--- src/sv/zcwa_pkg.sv ---
// ----------------------------------------------------------------------------
// zcwa_pkg - shared definitions for the zero crossing wave analyser
// Field widths, register indexes, mode and direction codes, and the
// command and status bundles between the controller and the datapath.
// ----------------------------------------------------------------------------
package zcwa_pkg;

  // field widths
  localparam int SAMPLE_BITS = 24;
  localparam int TIME_BITS   = 32;
  localparam int PERIOD_BITS = 24;
  localparam int MODE_BITS   = 2;

  // configuration channel
  localparam int CFG_INDEX_BITS = 8;
  localparam int CFG_DATA_BITS  = PERIOD_BITS;

  localparam logic [CFG_INDEX_BITS-1:0] REG_CROSSING_MODE = CFG_INDEX_BITS'(0);
  localparam logic [CFG_INDEX_BITS-1:0] REG_SAMPLE_PERIOD = CFG_INDEX_BITS'(1);

  localparam logic [PERIOD_BITS-1:0] PERIOD_RESET = PERIOD_BITS'(256);

  // crossing mode codes
  localparam logic [MODE_BITS-1:0] MODE_UP   = MODE_BITS'(0);
  localparam logic [MODE_BITS-1:0] MODE_DOWN = MODE_BITS'(1);
  localparam logic [MODE_BITS-1:0] MODE_BOTH = MODE_BITS'(2);

  // wave direction codes
  localparam logic DIR_UP   = 1'b0;
  localparam logic DIR_DOWN = 1'b1;

  // sample extremes
  localparam logic signed [SAMPLE_BITS-1:0] SAMPLE_MAX = {1'b0, {(SAMPLE_BITS-1){1'b1}}};
  localparam logic signed [SAMPLE_BITS-1:0] SAMPLE_MIN = {1'b1, {(SAMPLE_BITS-1){1'b0}}};

  // interpolation divider sizes
  localparam int NUM_BITS  = SAMPLE_BITS;
  localparam int DEN_BITS  = SAMPLE_BITS + 1;
  localparam int PROD_BITS = SAMPLE_BITS + PERIOD_BITS;
  localparam int STEP_BITS = $clog2(PERIOD_BITS);

  // controller to datapath
  typedef struct packed {
    logic in_ready;
    logic restart;
    logic fold_prior;
    logic store_prior;
    logic mult_load;
    logic div_init;
    logic div_step;
    logic close;
  } zcwa_cmd_t;

  // datapath to controller
  typedef struct packed {
    logic in_fire;
    logic first;
    logic crossing;
    logic out_busy;
  } zcwa_sts_t;

endpackage

--- src/sv/zcwa_if.sv ---
// ----------------------------------------------------------------------------
// zcwa_if - channel interfaces of the zero crossing wave analyser
// Sample input, wave result and configuration write channels, each a
// valid/ready handshake with its payload.
// ----------------------------------------------------------------------------
interface zcwa_sample_if import zcwa_pkg::*; ();
  logic                          valid;
  logic                          ready;
  logic signed [SAMPLE_BITS-1:0] elevation;
  logic        [TIME_BITS-1:0]   sample_time;
  logic                          record_start;

  modport source (output valid, elevation, sample_time, record_start, input ready);
  modport sink   (input valid, elevation, sample_time, record_start, output ready);
endinterface

interface zcwa_wave_if import zcwa_pkg::*; ();
  logic                          valid;
  logic                          ready;
  logic                          wave_direction;
  logic        [TIME_BITS-1:0]   wave_start;
  logic        [TIME_BITS-1:0]   wave_duration;
  logic signed [SAMPLE_BITS-1:0] wave_max;
  logic signed [SAMPLE_BITS-1:0] wave_min;

  modport source (output valid, wave_direction, wave_start, wave_duration, wave_max,
                  wave_min, input ready);
  modport sink   (input valid, wave_direction, wave_start, wave_duration, wave_max,
                  wave_min, output ready);
endinterface

interface zcwa_cfg_if import zcwa_pkg::*; ();
  logic                      valid;
  logic                      ready;
  logic [CFG_INDEX_BITS-1:0] index;
  logic [CFG_DATA_BITS-1:0]  data;

  modport source (output valid, index, data, input ready);
  modport sink   (input valid, index, data, output ready);
endinterface

--- src/sv/zcwa_ctrl.sv ---
// ----------------------------------------------------------------------------
// zcwa_ctrl - sequencer of the zero crossing wave analyser
// Accepts one sample, classifies it, runs the interpolation divider on a
// crossing and closes the wave once the result register is free.
// ----------------------------------------------------------------------------
module zcwa_ctrl import zcwa_pkg::*; (
  input  logic      clk,
  input  logic      rst,
  input  zcwa_sts_t sts,
  output zcwa_cmd_t cmd
);

  typedef enum logic [4:0] {
    ST_IDLE   = 5'b00001,
    ST_EVAL   = 5'b00010,
    ST_PREP   = 5'b00100,
    ST_DIVIDE = 5'b01000,
    ST_CLOSE  = 5'b10000
  } state_t;

  state_t               state;
  state_t               state_next;
  logic [STEP_BITS-1:0] step;

  // advance state
  always_ff @(posedge clk) begin
    if (rst) begin
      state <= ST_IDLE;
    end else begin
      state <= state_next;
    end
  end

  // count divider steps
  always_ff @(posedge clk) begin
    if (rst) begin
      step <= '0;
    end else if (state == ST_PREP) begin
      step <= '0;
    end else if (state == ST_DIVIDE) begin
      step <= step + STEP_BITS'(1);
    end
  end

  // decode commands and next state
  always_comb begin
    cmd        = '0;
    state_next = state;
    case (state)
      ST_IDLE: begin
        cmd.in_ready = 1'b1;
        if (sts.in_fire) begin
          state_next = ST_EVAL;
        end
      end
      ST_EVAL: begin
        if (sts.first) begin
          cmd.restart     = 1'b1;
          cmd.store_prior = 1'b1;
          state_next      = ST_IDLE;
        end else if (!sts.crossing) begin
          cmd.fold_prior  = 1'b1;
          cmd.store_prior = 1'b1;
          state_next      = ST_IDLE;
        end else begin
          cmd.fold_prior = 1'b1;
          cmd.mult_load  = 1'b1;
          state_next     = ST_PREP;
        end
      end
      ST_PREP: begin
        cmd.div_init = 1'b1;
        state_next   = ST_DIVIDE;
      end
      ST_DIVIDE: begin
        cmd.div_step = 1'b1;
        if (step == STEP_BITS'(PERIOD_BITS - 1)) begin
          state_next = ST_CLOSE;
        end
      end
      ST_CLOSE: begin
        // hold until the result register can take a new transaction
        if (!sts.out_busy) begin
          cmd.close       = 1'b1;
          cmd.store_prior = 1'b1;
          state_next      = ST_IDLE;
        end
      end
      default: begin
        state_next = ST_IDLE;
      end
    endcase
  end

endmodule

--- src/sv/zcwa_datapath.sv ---
// ----------------------------------------------------------------------------
// zcwa_datapath - storage and arithmetic of the zero crossing wave analyser
// Holds configuration, the prior sample, both wave trackers, the
// interpolation multiplier and restoring divider, and the result register.
// ----------------------------------------------------------------------------
module zcwa_datapath import zcwa_pkg::*; (
  input  logic         clk,
  input  logic         rst,
  zcwa_sample_if.sink  sample,
  zcwa_wave_if.source  wave,
  zcwa_cfg_if.sink     cfg,
  input  zcwa_cmd_t    cmd,
  output zcwa_sts_t    sts
);

  // configuration
  logic [MODE_BITS-1:0]   crossing_mode;
  logic [PERIOD_BITS-1:0] sample_period;

  // captured sample
  logic signed [SAMPLE_BITS-1:0] cur_sample;
  logic        [TIME_BITS-1:0]   cur_time;
  logic                          cur_start;

  // prior sample
  logic signed [SAMPLE_BITS-1:0] prior_sample;
  logic        [TIME_BITS-1:0]   prior_time;
  logic                          prior_valid;

  // trackers
  logic                          up_started;
  logic        [TIME_BITS-1:0]   up_begin_time;
  logic signed [SAMPLE_BITS-1:0] up_peak;
  logic signed [SAMPLE_BITS-1:0] up_trough;
  logic                          down_started;
  logic        [TIME_BITS-1:0]   down_begin_time;
  logic signed [SAMPLE_BITS-1:0] down_peak;
  logic signed [SAMPLE_BITS-1:0] down_trough;

  // interpolation
  logic signed [DEN_BITS-1:0]  prior_ext;
  logic signed [DEN_BITS-1:0]  cur_ext;
  logic signed [DEN_BITS-1:0]  num_full;
  logic        [NUM_BITS-1:0]  num;
  logic        [DEN_BITS-1:0]  den_calc;
  logic        [PROD_BITS-1:0] product;
  logic        [DEN_BITS-1:0]  den;
  logic        [DEN_BITS-1:0]  rem;
  logic        [PERIOD_BITS-1:0] quot;
  logic        [DEN_BITS:0]    trial;
  logic        [DEN_BITS:0]    diff;
  logic                        prior_nonneg;
  logic        [TIME_BITS-1:0] cross_time;

  // result register
  logic out_valid;
  logic in_fire;
  logic out_fire;

  assign in_fire  = sample.valid && cmd.in_ready;
  assign out_fire = out_valid && wave.ready;
  assign sample.ready = cmd.in_ready;
  assign cfg.ready    = 1'b1;
  assign wave.valid   = out_valid;

  // status toward the controller
  assign prior_nonneg = !prior_sample[SAMPLE_BITS-1];
  assign sts.in_fire  = in_fire;
  assign sts.first    = cur_start || !prior_valid;
  assign sts.crossing = prior_nonneg != !cur_sample[SAMPLE_BITS-1];
  assign sts.out_busy = out_valid && !wave.ready;

  // write configuration registers
  always_ff @(posedge clk) begin
    if (rst) begin
      crossing_mode <= MODE_UP;
      sample_period <= PERIOD_RESET;
    end else if (cfg.valid) begin
      case (cfg.index)
        REG_CROSSING_MODE: crossing_mode <= cfg.data[MODE_BITS-1:0];
        REG_SAMPLE_PERIOD: sample_period <= cfg.data[PERIOD_BITS-1:0];
        default: begin
        end
      endcase
    end
  end

  // capture the accepted sample
  always_ff @(posedge clk) begin
    if (in_fire) begin
      cur_sample <= sample.elevation;
      cur_time   <= sample.sample_time;
      cur_start  <= sample.record_start;
    end
  end

  // keep the prior sample
  always_ff @(posedge clk) begin
    if (rst) begin
      prior_sample <= '0;
      prior_time   <= '0;
      prior_valid  <= 1'b0;
    end else if (cmd.store_prior) begin
      prior_sample <= cur_sample;
      prior_time   <= cur_time;
      prior_valid  <= 1'b1;
    end
  end

  // numerator and denominator of the crossing offset
  assign prior_ext = {prior_sample[SAMPLE_BITS-1], prior_sample};
  assign cur_ext   = {cur_sample[SAMPLE_BITS-1], cur_sample};
  assign num_full  = prior_nonneg ? prior_ext : -prior_ext;
  assign num       = num_full[NUM_BITS-1:0];
  assign den_calc  = prior_nonneg ? DEN_BITS'(prior_ext - cur_ext)
                                  : DEN_BITS'(cur_ext - prior_ext);

  // multiply, then divide one quotient bit a cycle
  assign trial = {rem, quot[PERIOD_BITS-1]};
  assign diff  = trial - {1'b0, den};

  always_ff @(posedge clk) begin
    if (cmd.mult_load) begin
      product <= PROD_BITS'(num) * PROD_BITS'(sample_period);
      den     <= den_calc;
    end
    if (cmd.div_init) begin
      // quotient fits the period width, so the upper half is already below den
      rem  <= DEN_BITS'(product[PROD_BITS-1:PERIOD_BITS]);
      quot <= product[PERIOD_BITS-1:0];
    end else if (cmd.div_step) begin
      if (trial >= {1'b0, den}) begin
        rem  <= diff[DEN_BITS-1:0];
        quot <= {quot[PERIOD_BITS-2:0], 1'b1};
      end else begin
        rem  <= trial[DEN_BITS-1:0];
        quot <= {quot[PERIOD_BITS-2:0], 1'b0};
      end
    end
  end

  assign cross_time = prior_time + TIME_BITS'({{TIME_BITS{1'b0}}, quot});

  // update trackers: restart, fold in the prior sample, or close a wave
  always_ff @(posedge clk) begin
    if (rst || cmd.restart) begin
      up_started      <= 1'b0;
      up_begin_time   <= '0;
      up_peak         <= SAMPLE_MIN;
      up_trough       <= SAMPLE_MAX;
      down_started    <= 1'b0;
      down_begin_time <= '0;
      down_peak       <= SAMPLE_MIN;
      down_trough     <= SAMPLE_MAX;
    end else if (cmd.fold_prior) begin
      if (prior_sample > up_peak)     up_peak     <= prior_sample;
      if (prior_sample < up_trough)   up_trough   <= prior_sample;
      if (prior_sample > down_peak)   down_peak   <= prior_sample;
      if (prior_sample < down_trough) down_trough <= prior_sample;
    end else if (cmd.close) begin
      if (prior_nonneg) begin
        down_started    <= 1'b1;
        down_begin_time <= cross_time;
        down_peak       <= SAMPLE_MIN;
        down_trough     <= SAMPLE_MAX;
      end else begin
        up_started      <= 1'b1;
        up_begin_time   <= cross_time;
        up_peak         <= SAMPLE_MIN;
        up_trough       <= SAMPLE_MAX;
      end
    end
  end

  // result register: drop on a taken transaction, load on a reported wave
  always_ff @(posedge clk) begin
    if (rst) begin
      out_valid <= 1'b0;
    end else begin
      if (out_fire) begin
        out_valid <= 1'b0;
      end
      if (cmd.close) begin
        if (prior_nonneg && down_started && crossing_mode != MODE_UP) begin
          out_valid <= 1'b1;
        end else if (!prior_nonneg && up_started && crossing_mode != MODE_DOWN) begin
          out_valid <= 1'b1;
        end
      end
    end
  end

  always_ff @(posedge clk) begin
    if (cmd.close) begin
      if (prior_nonneg) begin
        if (down_started && crossing_mode != MODE_UP) begin
          wave.wave_direction <= DIR_DOWN;
          wave.wave_start     <= down_begin_time;
          wave.wave_duration  <= cross_time - down_begin_time;
          wave.wave_max       <= down_peak;
          wave.wave_min       <= down_trough;
        end
      end else begin
        if (up_started && crossing_mode != MODE_DOWN) begin
          wave.wave_direction <= DIR_UP;
          wave.wave_start     <= up_begin_time;
          wave.wave_duration  <= cross_time - up_begin_time;
          wave.wave_max       <= up_peak;
          wave.wave_min       <= up_trough;
        end
      end
    end
  end

endmodule

--- src/sv/zero_crossing_wave_analyser.sv ---
// ----------------------------------------------------------------------------
// zero_crossing_wave_analyser - zero crossing wave analysis for one probe
// Finds up and down crossings in an elevation stream, interpolates the
// crossing times and reports start, duration, maximum and minimum per wave.
// ----------------------------------------------------------------------------
//
//  channel  dir  handshake      payload
//  sample   in   valid/ready    elevation, sample_time, record_start
//  wave     out  valid/ready    wave_direction, wave_start, wave_duration,
//                               wave_max, wave_min
//  cfg      in   valid/ready    index, data (0 crossing_mode, 1 sample_period)
//
//  A sample with no crossing passes the idle and evaluate states; a crossing
//  adds prepare, restoring divide at one quotient bit a cycle, and close.
//  Reset (rst, synchronous) clears the trackers and loads mode 0, period 256.
//  The result register frees the input side; a crossing only waits in its
//  closing cycle while an earlier transaction is still not taken.
//  cfg is always ready.
// ----------------------------------------------------------------------------
module zero_crossing_wave_analyser import zcwa_pkg::*; (
  input  logic        clk,
  input  logic        rst,
  zcwa_sample_if.sink sample,
  zcwa_wave_if.source wave,
  zcwa_cfg_if.sink    cfg
);

  zcwa_cmd_t cmd;
  zcwa_sts_t sts;

  zcwa_ctrl u_ctrl (
    .clk (clk),
    .rst (rst),
    .sts (sts),
    .cmd (cmd)
  );

  zcwa_datapath u_datapath (
    .clk    (clk),
    .rst    (rst),
    .sample (sample),
    .wave   (wave),
    .cfg    (cfg),
    .cmd    (cmd),
    .sts    (sts)
  );

  // a wave is never closed over a pending result
  a_no_overwrite: assert property (@(posedge clk) disable iff (rst)
    cmd.close |-> !(wave.valid && !wave.ready))
    else $error("wave closed while result register busy");

  // one sample at a time: no accept right after an accept
  a_single_item: assert property (@(posedge clk) disable iff (rst)
    (sample.valid && sample.ready) |=> !sample.ready)
    else $error("sample accepted while previous one in progress");

  // the divider only starts on a real crossing
  a_mult_on_crossing: assert property (@(posedge clk) disable iff (rst)
    cmd.mult_load |-> (sts.crossing && !sts.first))
    else $error("interpolation started without a crossing");

endmodule

--- src/flat_wrapper.sv ---
// flat-port wrapper written by rule: the top's interface ports become plain ports
module zero_crossing_wave_analyser_flat import zcwa_pkg::*;
  (clk, rst, sample_valid, sample_elevation, sample_sample_time, sample_record_start, sample_ready, wave_valid, wave_wave_direction, wave_wave_start, wave_wave_duration, wave_wave_max, wave_wave_min, wave_ready, cfg_valid, cfg_index, cfg_data, cfg_ready);
  zcwa_sample_if sample_i ();
  zcwa_wave_if wave_i ();
  zcwa_cfg_if cfg_i ();
  input  logic clk;
  input  logic rst;
  input wire logic [$bits(sample_i.valid)-1:0] sample_valid;
  input wire logic [$bits(sample_i.elevation)-1:0] sample_elevation;
  input wire logic [$bits(sample_i.sample_time)-1:0] sample_sample_time;
  input wire logic [$bits(sample_i.record_start)-1:0] sample_record_start;
  output wire logic [$bits(sample_i.ready)-1:0] sample_ready;
  output wire logic [$bits(wave_i.valid)-1:0] wave_valid;
  output wire logic [$bits(wave_i.wave_direction)-1:0] wave_wave_direction;
  output wire logic [$bits(wave_i.wave_start)-1:0] wave_wave_start;
  output wire logic [$bits(wave_i.wave_duration)-1:0] wave_wave_duration;
  output wire logic [$bits(wave_i.wave_max)-1:0] wave_wave_max;
  output wire logic [$bits(wave_i.wave_min)-1:0] wave_wave_min;
  input wire logic [$bits(wave_i.ready)-1:0] wave_ready;
  input wire logic [$bits(cfg_i.valid)-1:0] cfg_valid;
  input wire logic [$bits(cfg_i.index)-1:0] cfg_index;
  input wire logic [$bits(cfg_i.data)-1:0] cfg_data;
  output wire logic [$bits(cfg_i.ready)-1:0] cfg_ready;
  assign sample_i.valid = sample_valid;
  assign sample_i.elevation = sample_elevation;
  assign sample_i.sample_time = sample_sample_time;
  assign sample_i.record_start = sample_record_start;
  assign sample_ready = sample_i.ready;
  assign wave_valid = wave_i.valid;
  assign wave_wave_direction = wave_i.wave_direction;
  assign wave_wave_start = wave_i.wave_start;
  assign wave_wave_duration = wave_i.wave_duration;
  assign wave_wave_max = wave_i.wave_max;
  assign wave_wave_min = wave_i.wave_min;
  assign wave_i.ready = wave_ready;
  assign cfg_i.valid = cfg_valid;
  assign cfg_i.index = cfg_index;
  assign cfg_i.data = cfg_data;
  assign cfg_ready = cfg_i.ready;
  zero_crossing_wave_analyser u_core (.clk(clk), .rst(rst), .sample(sample_i), .wave(wave_i), .cfg(cfg_i));
endmodule
--- config.mk ---
export PLATFORM = sky130hd
export DESIGN_NAME = zero_crossing_wave_analyser_flat
export DESIGN_NICKNAME = d
export VERILOG_FILES = /design/src/sv/zcwa_pkg.sv /design/src/sv/zcwa_if.sv /design/src/sv/zcwa_ctrl.sv /design/src/sv/zcwa_datapath.sv /design/src/sv/zero_crossing_wave_analyser.sv /design/src/flat_wrapper.sv
export SDC_FILE = /design/constraint.sdc
export NUM_CORES = 2
export LEC_CHECK = 0
export ABC_CLOCK_PERIOD_IN_PS = 7820
export BUFFER_PORTS_ARGS = -buffer_cell sky130_fd_sc_hd__buf_2
export CAP_MARGIN = 15
export CORE_UTILIZATION = 40
export CTS_BUF_LIST = sky130_fd_sc_hd__clkbuf_4 sky130_fd_sc_hd__clkbuf_8 sky130_fd_sc_hd__clkbuf_16
export CTS_CLUSTER_DIAMETER = 100
export CTS_CLUSTER_SIZE = 12
export DETAILED_ROUTE_END_ITERATION = 12
export GPL_ROUTABILITY_DRIVEN = 0
export PLACE_DENSITY = 0.67
export SLEW_MARGIN = 40
export SYNTH_ARGS = -nofsm -noshare
export SYNTH_HDL_FRONTEND = slang
export SYNTH_SLANG_ARGS = --single-unit
--- constraint.sdc ---
create_clock -name clk -period 7.82 [get_ports clk]
set_input_delay 0.782 -clock clk [delete_from_list [all_inputs] [get_ports clk]]
set_output_delay 0.782 -clock clk [all_outputs]
set_load 0.02 [all_outputs]
# Word level (Yosys, flattened, before mapping)
# Index checks and enable logic that the tools add are counted.
[op_classes]
n_addsub = 8
n_mul = 1
magnitude_cmp = 5
eq_ne = 18
muxes = 63
bitwise = 2
reduce_logical = 32
[ops]
columns = ["cell", "n"]
rows = [
  ["24-bit 2-to-1 mux", 27],
  ["32-bit 2-to-1 mux", 6],
  ["32-bit subtractor", 2],
  ["25-bit 2-to-1 mux", 2],
  ["24-bit by 24-bit subtractor with 25-bit output", 2],
  ["24-bit greater-than comparator", 2],
  ["24-bit less-than comparator", 2],
  ["24-bit by 24-bit multiplier with 48-bit output", 1],
  ["32-bit by 24-bit adder with 32-bit output", 1],
  ["26-bit by 25-bit >= comparator with 1-bit output", 1],
  ["5-bit one-hot mux with 5 select lines", 1],
  ["25-bit subtractor", 1],
  ["24-bit negator", 1],
  ["3-bit AND reduction", 8],
  ["1-bit 2-to-1 mux", 20],
  ["5-bit 2-to-1 mux", 4],
  ["2-bit != test, second input constant", 6],
  ["5-bit equality test, second input constant", 2],
  ["2-bit nonzero test", 5],
  ["1-bit logical AND", 9],
  ["8-bit by 1-bit equality test with 1-bit output, second input constant", 1],
  ["8-bit zero test", 1],
  ["2-bit by 1-bit != test with 1-bit output, second input constant", 4],
  ["5-bit by 1-bit adder with 5-bit output, second input constant", 1],
  ["other kinds (13)", 19],
]
[totals]
ff_bits = 548
in_bits = 94
out_inout_bits = 116
elab_cells = 158

# Longest topological paths before layout
[logic_depth]
depth_word = 6
mapped_depth = 32
ltp_nobuf = 32

# Modules after synthesis
# A second synthesis with hierarchy kept.
[unflattened]
hier_cells = 5098
area_unflattened_um2 = 48377.6
[modules_own_cells]
columns = ["mod", "instances", "cells_each", "area_per_inst_um2", "seq_area_each_um2"]
rows = [
  ["zcwa_datapath", 1, 5028, 47798.3, 13683.1],
  ["zcwa_ctrl", 1, 70, 579.3, 200.2],
]

# Least setup slack after synthesis
# Ideal clock, no wire load.
[synth_timing]
path_kind = "reg-to-reg"
start = "register u_core.u_datapath.prior_sample[1]"
end = "register u_core.u_datapath.product[38] (data pin)"
setup_time_ns = 0.269
arrival_time_ns = 8.149
required_ns = 7.551
setup_slack_ns = -0.598
path_stages_with_launch = 31
n_path_buf = 1
cell_sequence = "dfxtp_1 > inv_1 > ha_1 > nand2_1 > or3_1 > or4_4 > nor3_1 > nor2_1 > xnor2_2 > buf_2 > nand2_1 > fa_1 > fa_1 > fa_1 > fa_1 > inv_1 > fa_1 > fa_1 > inv_1 > fa_1 > inv_1 > ha_1 > a21o_1 > a21o_1 > a21o_1 > a221oi_1 > o21a_1 > o22a_1 > o21ai_0 > a2111oi_0 > nor3_1"
[synth_between]
elab_chain_cells = 3
[synth_lines]
columns = ["element", "line_no", "rtl"]
rows = [
  ["start: declaration", "zcwa_datapath.sv:26", "logic signed [SAMPLE_BITS-1:0] prior_sample;"],
  ["start signal: assignment", "zcwa_datapath.sv:104", "prior_sample <= cur_sample;"],
  ["24-bit negator", "zcwa_datapath.sv:113", "assign num_full = prior_nonneg ? prior_ext : -prior_ext;"],
  ["24-bit 2-to-1 mux *", "zcwa_datapath.sv:113", ""],
  ["24-bit by 24-bit multiplier with 48-bit output *", "zcwa_datapath.sv:124", "product <= PROD_BITS'(num) * PROD_BITS'(sample_period);"],
  ["end signal: assignment", "zcwa_datapath.sv:124", ""],
  ["end: declaration", "zcwa_datapath.sv:46", "logic [PROD_BITS-1:0] product;"],
]
# Every way passes the cells marked *; elsewhere a longest branch is shown, timed or not.
# A chain may end at the register's enable or synchronous reset.

# Final worst setup path
[layout_timing]
start = "register u_core.u_datapath.prior_sample[3]"
end = "register u_core.u_datapath.product[47] (data pin)"
# Same word-level chain as after synthesis.

==> impl_summary.log <==
INFO  metric synthSimpleGateAreaFrac = 15.63%
INFO  metric highest_achievable_clock_rate = 120.8 MHz
INFO  metric synth_adder_area_share = 30.62%
INFO  metric globalRouteMet1Util = 30.38%
INFO  metric synthToLayoutAreaGrowth = 14.67%
INFO  metric antenna_cells = 0
INFO  metric synth-xor-area-share = 2.937%
INFO  metric yosys-top-cells-area = sky130_fd_sc_hd__fa_1, sky130_fd_sc_hd__edfxtp_1, sky130_fd_sc_hd__dfxtp_1
INFO  metric path_clk_slew = 0.07 ns
INFO  metric global_route.usage.met3 = 3.428%
INFO  metric routed-via-count = 37580
INFO  metric clk_latency = 0.66 ns
INFO  metric reg2reg_from = u_core.u_datapath.prior_sample[3]
INFO  metric max-cap-violations = 0
INFO  metric met2_usage = 34.26%
INFO  metric cts_sinks = 548
INFO  metric placement.io_buffers = 208
INFO  metric cp-start-kind = flip-flop
INFO  metric final.min_clock_period = 8.277 ns
INFO  metric run_status = complete, but fails checks
INFO  metric post-route-cell-area = 0.05516 mm2
INFO  metric grtUsageTotal = 21.62%
INFO  metric dominantRegCellSynth = sky130_fd_sc_hd__edfxtp_1
INFO  metric first_pass_iters = 8
INFO  metric worst_hold_path_type = input pin to flip-flop
INFO  metric grt_antenna_before_repair = 3
INFO  metric hold_path.startpoint = sample_sample_time[6]
INFO  metric route.antenna.remaining_nets = 0
INFO  metric critPathKind = flip-flop to flip-flop
INFO  metric delay_of_the_slowest_critical_path_stage = 0.58 ns
INFO  metric power_density = 159.3 mW/mm2
INFO  metric clock_buffers_created_by_tritoncts = 53
INFO  metric postSynthAreaPerCell = 9.200 um2
INFO  metric grt_pass1_wl = 208100 um
INFO  metric synthMostInstantiatedCell = sky130_fd_sc_hd__inv_1
INFO  metric fill_cells = 11170
INFO  metric post_drt_wl_per_cell = 18.51 um
INFO  metric worst_path_most_repeated_cell = sky130_fd_sc_hd__fa_1
INFO  metric worst_ep_required_time = 8.20 ns
INFO  metric synth-seq-cells = 548
INFO  metric layout.nets = 6497
INFO  metric fraction_of_post_synthesis_cell_area_in_the_top_cell_type_by_area = 20.27%
INFO  metric chipWidth = 348.8 um
INFO  metric overflow = 0
INFO  metric worst_setup_path_end_kind = flip-flop
INFO  metric ys_types = 89
INFO  metric detailed_place_hpwl = 101900 um
INFO  metric synthDominantAreaCellType = sky130_fd_sc_hd__fa_1
INFO  metric skew = 0.03394 ns
INFO  metric synthesized_area_fraction_occupied_by_ao_oa_aoi_and_oai_cells = 11.52%
INFO  metric synth_seq_area_share = 28.86%
INFO  metric cts-root-to-sink-buffers = 3
INFO  metric critPathSlowestCell = sky130_fd_sc_hd__fa_1
INFO  metric synth_top_family_by_area = adder cells
INFO  metric rsz0062_at_grt = true
INFO  metric number_of_pins_with_negative_max_slew_slack_in_the_final_report = 0
INFO  metric failed_checks = negative setup slack
INFO  metric height_of_the_die = 348.8 um
INFO  metric synth_edf_count = 291
INFO  metric finalSetupViolations = 18
INFO  metric cts_htree_levels = 2
INFO  metric placedCellCount = 7053
INFO  metric globalRoute.busiestLayer = met2
INFO  metric finalSetupTns = -5.290 ns
INFO  metric post_synth_instance_area = 0.04810 mm2
INFO  metric initial_utilization = 40.52%
INFO  metric ctsRootBufferMaster = sky130_fd_sc_hd__clkbuf_16
INFO  metric boundaryPins = 210
INFO  metric peakVddDrop = 189.8 uV
INFO  metric synth_async_sr_flop_share = 0%
INFO  metric worstPathArrival = 8.66 ns
INFO  metric wl = 132600 um
INFO  metric synth-warning-count = 0
INFO  metric p_leak = 26.17 nW
INFO  metric yosys-top-cells-count = sky130_fd_sc_hd__inv_1, sky130_fd_sc_hd__nand2_1, sky130_fd_sc_hd__fa_1, sky130_fd_sc_hd__ha_1, sky130_fd_sc_hd__and2_1
INFO  metric standard_cell_core_area = 0.1187 mm2
INFO  metric layout-drive-gt1-share = 13.63%
INFO  metric post_synth_inst_count = 5228
INFO  metric grt_start_max_net_pins = 153
INFO  metric max-slew-margin-rel = 38.00%
INFO  metric cts_tree = yes
INFO  metric number_of_global_route_vias_before_repair = 36950
INFO  metric stdcell_count = 7163
INFO  metric route.detailed.drc = 0
INFO  metric cts_hold_buffers = 0
INFO  metric rows = 126
INFO  metric path_max_fanout = 5
INFO  metric setup.worst_path.start = u_core.u_datapath.prior_sample[3]
INFO  metric synth.mux.area_fraction = 1.930%
INFO  metric period_share = 105.8%
INFO  metric die_area = 0.1216 mm2
INFO  metric synthesized_nets = 6207
INFO  metric tightestPinTransition = 0.9287 ns
INFO  metric place_area = 0.05289 mm2
INFO  metric first_iter_violations = 2946
INFO  metric dp_worst_setup_slack = -0.6212 ns
INFO  metric detail_route.vias_per_cell = 5.247
INFO  metric final-hold-violation-count = 0
INFO  metric layout_setup_ws = -0.4569 ns
power by group:
part | internal, mW | leakage, nW | switching, mW | total [mW]
clock | 1.44 | 0.885 | 1.16 | 2.60
combinational | 1.06 | 20.5 | 1.74 | 2.80
sequential | 3.27 | 4.80 | 0.122 | 3.39
total | 5.77 | 26.2 | 3.02 | 8.79
metrics by stage:
step	power (mW)	util, %	hold slack [ns]
6_report	8.787	46.46	0.3011
3_3_place_gp	6.071	44.50	0.4399
5_1_grt	9.216	46.46	0.2644
2_1_floorplan	5.144	-	0.4329
4_1_cts	8.778	46.23	0.2601
3_5_place_dp	6.129	44.56	0.4471
final timing paths:
kind,end,cells after the start,slack (ns)
worst min register to register,u_core.u_datapath.up_begin_time[9],2,0.46
worst max-delay path,u_core.u_datapath.product[47],32,-0.46
worst min-delay path,u_core.u_datapath.cur_time[6],1,0.30
worst max register to register,u_core.u_datapath.product[47],32,-0.46
what timing repair did:
action / CTS / global route
gates cloned: 0 / 0
endpoints found under the setup margin: 24 / 30
resized for setup: 48 / 49
pin swaps: 22 / 18
hold endpoints to repair: 0 / 0
buffers inserted: 4 / 6
routing by layer:
layer	part of all wire, %	wire length (um)	up-vias
li1	-	-	17630
met2	45	59320	1339
met4	2.8	3650	2
met1	45	59390	18410
met5	0.014	19	-
met3	7.7	10190	204
final cells by class:
class | instances | area (um2) | area share [%]
multi-input combinational | 3599 | 31000 | 56.21
sequential | 548 | 13900 | 25.20
timing repair buffer | 486 | 3400 | 6.163
inverter | 830 | 3115 | 5.648
tap | 1600 | 2002 | 3.630
clock buffer | 93 | 1644 | 2.981
clock inverter | 7 | 92.59 | 0.1679
state kept, by name, indices dropped and copies added, names as in the netlist, 25 cells and up:
signal	cells
u_core.u_datapath.cur_time	32
u_core.u_datapath.product	48
u_core.u_datapath.rem	25
u_core.u_datapath.up_begin_time	32
u_core.u_datapath.den	25
u_core.u_datapath.down_begin_time	32
u_core.u_datapath.wave.wave_duration	32
u_core.u_datapath.prior_time	32
u_core.u_datapath.wave.wave_start	32
critical path, delay by kind of cell (launching register included):
family                     cells  cell delay, ns
DFF                            1            0.36
and+or+nand+nor                9            2.05
AOI/OAI and AO/OA              4            0.52
xor gates and xnor gates       2            0.25
buffers and inverters          9            0.93
adders and majority gates      8            3.86
cells in the final DEF (no fill, tap or decap), types with 86 or more instances in the layout:
master,instances
sky130_fd_sc_hd__and2_1,344
sky130_fd_sc_hd__ha_1,385
sky130_fd_sc_hd__edfxtp_1,291
sky130_fd_sc_hd__nor2_1,187
sky130_fd_sc_hd__buf_2,207
sky130_fd_sc_hd__inv_1,821
sky130_fd_sc_hd__dfxtp_1,249
sky130_fd_sc_hd__fa_1,480
sky130_fd_sc_hd__o21ai_0,204
sky130_fd_sc_hd__a21o_1,119
sky130_fd_sc_hd__a21oi_1,264
sky130_fd_sc_hd__mux2i_1,86
sky130_fd_sc_hd__nand2_1,691
sky130_fd_sc_hd__buf_4,251
cells by family after synthesis:
kind of cell             count (synthesis)
buffers and inverters                 1081
other                                    1
multiplexers                            92
adder cells (fa/ha/maj)                885
flip-flops                             548
AND/OR/NAND/NOR                       1572
XOR/XNOR                               158
AO/OA/AOI/OAI                          891
Note: power is estimated with default switching activity, not from simulation.
